==> src/rtl/ppdr_pkg.sv <==
// shared types, constants and the arctangent table for planar pose dead reckoning
package ppdr_pkg;

  typedef struct packed {
    logic        [31:0] time_stamp;
    logic signed [15:0] vel_x;
    logic signed [15:0] vel_y;
    logic signed [19:0] yaw_rate;
  } ppdr_in_t;

  typedef struct packed {
    logic signed [63:0] pos_x;
    logic signed [63:0] pos_y;
    logic        [31:0] yaw_angle;
    logic signed [15:0] quat_z;
    logic signed [15:0] quat_w;
  } ppdr_out_t;

  typedef enum logic [2:0] {
    S_IDLE,
    S_CORD,
    S_MUL,
    S_CORD2,
    S_DONE
  } ppdr_state_e;

  localparam int unsigned AtanEntries = 24;
  localparam logic [31:0] DtMax       = 32'h0010_0000;
  localparam logic signed [33:0] CordicGain = 34'sh0_26DD_3B6A;

  localparam logic [31:0] ATAN_TBL [AtanEntries] = '{
    32'h20000000, 32'h12E4051E, 32'h09FB385B, 32'h051111D4, 32'h028B0D43, 32'h0145D7E1,
    32'h00A2F61E, 32'h00517C55, 32'h0028BE53, 32'h00145F2F, 32'h000A2F98, 32'h000517CC,
    32'h00028BE6, 32'h000145F3, 32'h0000A2FA, 32'h0000517D, 32'h000028BE, 32'h0000145F,
    32'h00000A30, 32'h00000518, 32'h0000028C, 32'h00000146, 32'h000000A3, 32'h00000051
  };

endpackage

==> src/rtl/planar_pose_dead_reckoning.sv <==
// top level: planar pose dead reckoning with a shared cordic stage and one multiplier
//
//  channel | direction | handshake           | payload
//  --------+-----------+---------------------+-----------------------------
//  in      | input     | in_valid_i/in_stall_o   | in_data_i  (ppdr_in_t)
//  out     | output    | out_valid_o/out_stall_i | out_data_o (ppdr_out_t)
//
// one transaction runs two passes of the single cordic micro-rotation stage,
// one step a cycle, eight steps through the one shared 36x22 multiplier,
// the final state and the idle state; in_stall_o is high from the accepting
// edge until idle
// reset clears pose, previous time stamp and the sequencer
// a result waits in the output register; a stalled output holds the sequencer in
// its final state until the register frees
module planar_pose_dead_reckoning
  import ppdr_pkg::*;
#(
  parameter int unsigned CORDIC_STEPS = 16
) (
  input  logic      clk_i,
  input  logic      rst_ni,
  input  logic      in_valid_i,
  output logic      in_stall_o,
  input  ppdr_in_t  in_data_i,
  output logic      out_valid_o,
  input  logic      out_stall_i,
  output ppdr_out_t out_data_o
);

  localparam logic [4:0] LastIter = 5'(CORDIC_STEPS - 1);

  // sequencer
  ppdr_state_e state_q, state_d;
  logic [4:0]  iter_q, iter_d;
  logic [2:0]  mstep_q, mstep_d;

  // pose state
  logic        [31:0] prev_q, prev_d;
  logic signed [63:0] xacc_q, xacc_d;
  logic signed [63:0] yacc_q, yacc_d;
  logic        [31:0] yaw_q, yaw_d;

  // captured transaction
  logic        [20:0] dt_q, dt_d;
  logic signed [15:0] vx_q, vx_d;
  logic signed [15:0] vy_q, vy_d;
  logic signed [19:0] wr_q, wr_d;

  // cordic registers (Q2.30 vector, binary-angle residue)
  logic signed [33:0] cx_q, cx_d;
  logic signed [33:0] cy_q, cy_d;
  logic signed [33:0] cz_q, cz_d;
  logic               flip_q, flip_d;

  // multiplier and partial results
  logic signed [57:0] prod_q, prod_d;
  logic signed [57:0] acc_q, acc_d;
  logic signed [35:0] rx_q, rx_d;
  logic signed [35:0] ry_q, ry_d;

  logic      out_valid_q, out_valid_d;
  ppdr_out_t out_q, out_d;

  logic in_fire;
  assign in_fire = in_valid_i && !in_stall_o;

  // elapsed time, wrapped then capped at one second
  logic [31:0] dt_raw;
  assign dt_raw = in_data_i.time_stamp - prev_q;

  // cordic micro-rotation, shared by both passes
  logic signed [33:0] xs, ys, atan_s, xn, yn, zn;
  always_comb begin
    xs     = cx_q >>> iter_q;
    ys     = cy_q >>> iter_q;
    atan_s = $signed({2'b00, ATAN_TBL[iter_q]});
    if (!cz_q[33]) begin
      xn = cx_q - ys;
      yn = cy_q + xs;
      zn = cz_q - atan_s;
    end else begin
      xn = cx_q + ys;
      yn = cy_q - xs;
      zn = cz_q + atan_s;
    end
  end

  // shared multiplier operand select
  logic signed [35:0] mul_a;
  logic signed [21:0] mul_b;
  always_comb begin
    case (mstep_q)
      3'd0:    begin mul_a = 36'(cx_q); mul_b = 22'(vx_q); end
      3'd1:    begin mul_a = 36'(cy_q); mul_b = 22'(vy_q); end
      3'd2:    begin mul_a = 36'(cy_q); mul_b = 22'(vx_q); end
      3'd3:    begin mul_a = 36'(cx_q); mul_b = 22'(vy_q); end
      3'd4:    begin mul_a = rx_q;      mul_b = $signed({1'b0, dt_q}); end
      3'd5:    begin mul_a = ry_q;      mul_b = $signed({1'b0, dt_q}); end
      default: begin mul_a = 36'(wr_q); mul_b = $signed({1'b0, dt_q}); end
    endcase
  end

  logic signed [57:0] diff_s, sum_s, pshift16;
  logic        [31:0] yaw_new;
  assign diff_s   = acc_q - prod_q;
  assign sum_s    = acc_q + prod_q;
  assign pshift16 = prod_q >>> 16;
  assign yaw_new  = yaw_q + prod_q[35:4];

  // fold an angle into [-1/4, 1/4) turn, flagging a half-turn flip
  // first pass takes the heading as it stands, second pass half the new heading
  logic [31:0] fold_in, fold_ang;
  logic        fold_flip;
  assign fold_in = (state_q == S_MUL) ? {yaw_new[31], yaw_new[31:1]} : yaw_q;
  always_comb begin
    fold_flip = (fold_in[31:30] == 2'b01) || (fold_in[31:30] == 2'b10);
    fold_ang  = fold_flip ? {~fold_in[31], fold_in[30:0]} : fold_in;
  end

  // rounding of cordic results to Q1.15 with saturation
  function automatic logic signed [15:0] to_q15(logic signed [33:0] v);
    logic signed [34:0] t;
    logic signed [19:0] r;
    t = 35'(v) + 35'sd16384;
    r = 20'(t >>> 15);
    if (r > 20'sd32767)       to_q15 = 16'sh7FFF;
    else if (r < -20'sd32768) to_q15 = 16'sh8000;
    else                      to_q15 = r[15:0];
  endfunction

  // next state
  always_comb begin
    state_d = state_q;
    unique case (state_q)
      S_IDLE:  if (in_fire) state_d = S_CORD;
      S_CORD:  if (iter_q == LastIter) state_d = S_MUL;
      S_MUL:   if (mstep_q == 3'd7) state_d = S_CORD2;
      S_CORD2: if (iter_q == LastIter) state_d = S_DONE;
      S_DONE:  if (!out_valid_q || !out_stall_i) state_d = S_IDLE;
      default: state_d = S_IDLE;
    endcase
  end

  // datapath
  always_comb begin
    iter_d      = iter_q;
    mstep_d     = mstep_q;
    prev_d      = prev_q;
    xacc_d      = xacc_q;
    yacc_d      = yacc_q;
    yaw_d       = yaw_q;
    dt_d        = dt_q;
    vx_d        = vx_q;
    vy_d        = vy_q;
    wr_d        = wr_q;
    cx_d        = cx_q;
    cy_d        = cy_q;
    cz_d        = cz_q;
    flip_d      = flip_q;
    prod_d      = mul_a * mul_b;
    acc_d       = acc_q;
    rx_d        = rx_q;
    ry_d        = ry_q;
    out_d       = out_q;
    out_valid_d = out_valid_q && out_stall_i;

    unique case (state_q)
      S_IDLE: begin
        if (in_fire) begin
          prev_d = in_data_i.time_stamp;
          dt_d   = (dt_raw > DtMax) ? 21'(DtMax) : dt_raw[20:0];
          vx_d   = in_data_i.vel_x;
          vy_d   = in_data_i.vel_y;
          wr_d   = in_data_i.yaw_rate;
          // first pass rotates by the heading from before this tick
          cx_d   = CordicGain;
          cy_d   = '0;
          cz_d   = 34'($signed(fold_ang));
          flip_d = fold_flip;
          iter_d = '0;
        end
      end
      S_CORD, S_CORD2: begin
        iter_d = iter_q + 5'd1;
        cx_d   = xn;
        cy_d   = yn;
        cz_d   = zn;
        if (iter_q == LastIter) begin
          iter_d  = '0;
          mstep_d = '0;
          if (flip_q) begin
            cx_d = -xn;
            cy_d = -yn;
          end
        end
      end
      S_MUL: begin
        mstep_d = mstep_q + 3'd1;
        case (mstep_q)
          3'd1:    acc_d = prod_q;
          3'd2:    rx_d  = 36'(diff_s >>> 14);
          3'd3:    acc_d = prod_q;
          3'd4:    ry_d  = 36'(sum_s >>> 14);
          3'd5:    xacc_d = xacc_q + 64'(pshift16);
          3'd6:    yacc_d = yacc_q + 64'(pshift16);
          3'd7: begin
            yaw_d   = yaw_new;
            // second pass: half of the new heading read as signed
            cx_d    = CordicGain;
            cy_d    = '0;
            cz_d    = 34'($signed(fold_ang));
            flip_d  = fold_flip;
            iter_d  = '0;
          end
          default: ;
        endcase
      end
      S_DONE: begin
        if (!out_valid_q || !out_stall_i) begin
          out_valid_d     = 1'b1;
          out_d.pos_x     = xacc_q;
          out_d.pos_y     = yacc_q;
          out_d.yaw_angle = yaw_q;
          out_d.quat_z    = to_q15(cy_q);
          out_d.quat_w    = to_q15(cx_q);
        end
      end
      default: ;
    endcase
  end

  always_ff @(posedge clk_i or negedge rst_ni) begin
    if (!rst_ni) begin
      state_q     <= S_IDLE;
      iter_q      <= '0;
      mstep_q     <= '0;
      prev_q      <= '0;
      xacc_q      <= '0;
      yacc_q      <= '0;
      yaw_q       <= '0;
      out_valid_q <= 1'b0;
    end else begin
      state_q     <= state_d;
      iter_q      <= iter_d;
      mstep_q     <= mstep_d;
      prev_q      <= prev_d;
      xacc_q      <= xacc_d;
      yacc_q      <= yacc_d;
      yaw_q       <= yaw_d;
      out_valid_q <= out_valid_d;
    end
  end

  always_ff @(posedge clk_i) begin
    dt_q   <= dt_d;
    vx_q   <= vx_d;
    vy_q   <= vy_d;
    wr_q   <= wr_d;
    cx_q   <= cx_d;
    cy_q   <= cy_d;
    cz_q   <= cz_d;
    flip_q <= flip_d;
    prod_q <= prod_d;
    acc_q  <= acc_d;
    rx_q   <= rx_d;
    ry_q   <= ry_d;
    out_q  <= out_d;
  end

  assign in_stall_o  = (state_q != S_IDLE);
  assign out_valid_o = out_valid_q;
  assign out_data_o  = out_q;

  // an accepted transaction keeps the input side busy on the next cycle
  assert property (@(posedge clk_i) disable iff (!rst_ni) in_fire |=> in_stall_o)
    else $error("input not held off after a transaction");

  // cordic iteration count stays inside the configured run
  assert property (@(posedge clk_i) disable iff (!rst_ni)
    (state_q == S_CORD || state_q == S_CORD2) |-> (iter_q <= LastIter))
    else $error("cordic iteration count out of range");

  // a stalled result stays offered and unchanged
  assert property (@(posedge clk_i) disable iff (!rst_ni)
    (out_valid_o && out_stall_i) |=> (out_valid_o && $stable(out_data_o)))
    else $error("stalled output transaction changed");

endmodule

==> config.mk <==
export PLATFORM = sky130hd
export DESIGN_NAME = planar_pose_dead_reckoning
export DESIGN_NICKNAME = d
export VERILOG_FILES = /design/src/rtl/ppdr_pkg.sv /design/src/rtl/planar_pose_dead_reckoning.sv
export SDC_FILE = /design/constraint.sdc
export NUM_CORES = 2
export LEC_CHECK = 0
export BUFFER_PORTS_ARGS = -buffer_cell sky130_fd_sc_hd__buf_2
export CORE_AREA = 2 2 450 452
export CTS_CLUSTER_DIAMETER = 30
export CTS_CLUSTER_SIZE = 8
export DETAILED_ROUTE_END_ITERATION = 10
export DIE_AREA = 0 0 452 454
export PLACE_DENSITY = 0.66
export SETUP_SLACK_MARGIN = 0.2
export SLEW_MARGIN = 20
export SYNTH_ARGS = -nofsm -noshare
export SYNTH_HDL_FRONTEND = slang
export SYNTH_SLANG_ARGS = --single-unit
==> constraint.sdc <==
create_clock -name clk_i -period 14.91 [get_ports clk_i]
set_input_delay 1.491 -clock clk_i [delete_from_list [all_inputs] [get_ports clk_i]]
set_output_delay 1.491 -clock clk_i [all_outputs]
set_load 0.02 [all_outputs]
==> key figures <==
Clock tree
  – TritonCTS clock tree: done
  – Hold buffer count at cts: 0
  – Clock transition at path regs: 50 ps
  – CTS Root Buffer Type: clkbuf_16
  – CTS-repair resized insts: 0
  – # clock sinks: 752
  – H-tree Lvls: 4
  – Num CTS Buffers: about 180
  – Clock Path Buffers: 3
  – Worst-skew pair later-pin latency: 840 ps
  – Setup bufs post-CTS: 0

STA
  – Slew margin rel.: between 20% and 30%
  – Clock skew: 107 ps
  – Worst slew pin tran: 1150 ps
  – Endpoints failing setup: 0
  – Final setup TNS: 0 ps
  – Final Hold Fails: 0
  – Slew Viols, Final: 0
  – Max Clk Rate: 87.8 MHz
  – Crit path time final: 11390 ps
  – RSZ-0062 raised after global routing: no
  – Final Cycle Share: 76.4%

Place
  – Area after DPL: 0.0840 mm2
  – Buffers on Ports: 281
  – RePlAce Congestion: 0.980
  – DPL Wire Length: 196 mm

Synthesis
  – Top-count cell post-synth: nand2_1
  – Part of the Yosys area used for sequential elements: around a quarter
  – Top cell type by total area after synthesis: fa_1
  – Post-synthesis cell count: 8559
  – Area share of the largest cell type after synthesis: 19.8%
  – Mapped Avg Cell Area: 9.30 um2
  – Synth area leaders: fa_1 (20%), edfxtp_1 (18%), ha_1 (8.9%), dfrtp_1 (6.4%), nand2_1 (4.9%)
  – Number of synthesized flops with an enable pin: 490
  – Synth async-reset ratio: 27.1%
  – Primary FF master, synth: edfxtp_1
  – Commonest cells in the netlist: nand2_1 (1037), inv_1 (1015), fa_1 (789), nor2_1 (788), ha_1 (564)
  – Cell Area, Synth: between 0.07 and 0.08 mm2
  – Netlist cell types: between 100 and 150
  – Yosys warns: 0
  – Synth Net Count: 10000
  – Count of state elements after synthesis: approximately 750

Cells and area
  – Syn-to-layout area delta: 13.2%
  – Fin nets: 10200
  – Design area: about 0.090 mm2
  – Fillers: 19000
  – Layout cells sized above 1: around a tenth

Critical path
  – Slowest stage delay, CP: about 1100 ps
  – WS Path Type: reg2reg
  – Worst path required time: 15570 ps
  – R2R depth: 32
  – Top cell by count, worst path: fa_1
  – Slowest cell on the critical path: or4_2
  – Critical Path End Type: register
  – Worst Path Max Fanout: 52
  – R2r endpoint: prod_q[56]
  – R2R Setup Slk: approximately 3500 ps
  – Critical R2R Launch: mstep_q[0]
  – WP data arrival: about 12000 ps
  – Worst Setup Start Kind: register

Flow run
  – MaxCap Viol Count: 0

Drt
  – Detail Route Antenna Nets: 0
  – Drt pass-1 iters: 10
  – Remaining DRCs: 0
  – Vias: 65200
  – WL/cell: 21.9 um
  – Routed wire length: 253 mm
  – Vias per std cell: 5.63
  – 1st-iter DRT viols: 6164

Global route
  – Pin count of the biggest net entering global routing: 108
  – Initial antenna violation count: 9
  – Gr ovfl total: 0
  – Number of global-route vias before repair: 66000
  – First-pass GRT wire length: just under 400 mm
  – GRT Overall Usage: 24.4%

Die
  – Ports: approximately 280
  – Chip width: approximately 450 um
  – Initial Util: 39.6%
  – Die footprint: 0.205 mm2
  – # rows: 165
  – Die height: between 400 and 500 um
  – Core Region: 0.201 mm2

Worst hold path
  – Hold WC Path Type: reg2reg
  – Min-delay src: prod_q[1]
  – Worst hold stages: 0
  – Hold endpoint: acc_q[1]

Run status
  – Outcome: completed
-- final cells by class --
class | count | area, um2 | share of cell area (%)
Antenna cell | 3 | 7.51 | 0.00833
Clock inverter | 109 | 1510 | 1.67
Inverter | 1016 | 3820 | 4.23
Multi-Input combinational cell | 6394 | 53400 | 59.3
Clock buffer | 214 | 4640 | 5.14
Tap cell | 2672 | 3340 | 3.71
Timing Repair Buffer | 414 | 2410 | 2.68
Sequential cell | 752 | 21000 | 23.3
-- per-layer routing --
metal	routed length, um	up-vias	track usage (%)
met3	21600	705	4.48
met2	119000	2961	40.3
li1	-	29500	-
met1	96900	32100	30.2
met4	15500	8	13.5
met5	46	-	0
-- metrics by stage --
step | util (%) | instances | hold WS [ps] | setup slack (ps)
floorplan | - | 8559 | 423 | 3600
global placement | 41.8 | 11200 | 456 | 3810
detailed placement | 41.8 | 11200 | 461 | 3730
CTS | 44.9 | 11600 | 471 | 3660
global route | 44.9 | 11600 | 478 | 3010
finish | 44.9 | 11600 | 468 | 3520
-- logic make-up (layout without fill, tap and decap cells) --
family / Yosys count / in the layout / synth area share (%)
xor gates and xnor gates: 553 / 553 / 6.08
DFF: 752 / 752 / 26.4
adders and majority gates: 1353 / 1353 / 28.7
and+or+nand+nor: 2486 / 2486 / 13.7
muxes: 179 / 179 / 3.75
other: 0 / 3 / 0
AOI/OAI and AO/OA: 1823 / 1823 / 14.6
buffers and inverters: 1413 / 1753 / 6.79
-- flip-flops by register name (all words and copies together) (netlist names), 5 cells and up --
name and flops:
prev_q 32, prod_q 58, vx_q 16, ry_q 36, out_data_o 192, cy_q 34
yaw_q 32, wr_q 20, vy_q 16, cz_q 34, dt_q 21, acc_q 50
iter_q 5, xacc_q 64, cx_q 34, yacc_q 64, rx_q 36
-- worst max path at each step --
stage / slack, ps / startpoint / endpoint / cells past startpoint
after global routing: 3010 / mstep_q[0] / prod_q[56] / 32
final: 3520 / mstep_q[0] / prod_q[56] / 32
after global placement: 3810 / mstep_q[0] / prod_q[56] / 34
after detailed placement: 3730 / mstep_q[0] / prod_q[54] / 32
after CTS: 3660 / mstep_q[0] / prod_q[54] / 32
after floorplan: 3600 / out_stall_i / out_data_o[0] / 1
-- cell usage in the layout, fill, tap and decap left out, types with 74 or more instances in the layout --
cell type	Yosys	routed
buf_2	30	281
nor2_1	788	783
nand2_1	1037	1028
edfxtp_1	490	490
a21o_1	186	186
clkbuf_16	0	175
mux4_2	90	90
xor2_1	240	240
nand2b_1	75	74
buf_4	1	132
a21oi_1	465	458
o21a_1	82	82
nand3_1	126	125
ha_1	564	564
dfrtp_1	204	199
a31oi_1	76	76
inv_1	1015	1014
o21ai_0	468	465
fa_1	789	789
xnor2_1	313	313
nor3_1	87	87
-- worst max-delay path: cells and delay by family (launching register included) --
family / cells / cell delay, ps
adders and majority gates: 9 / 4250
AOI/OAI and AO/OA: 11 / 3570
and+or+nand+nor: 7 / 2040
buffers and inverters: 4 / 830
DFF: 1 / 370
xor gates and xnor gates: 1 / 150
Power is left out: the tool's default activity adds up to more than one toggle a clock period on the data nets, which glitch-free logic cannot reach.
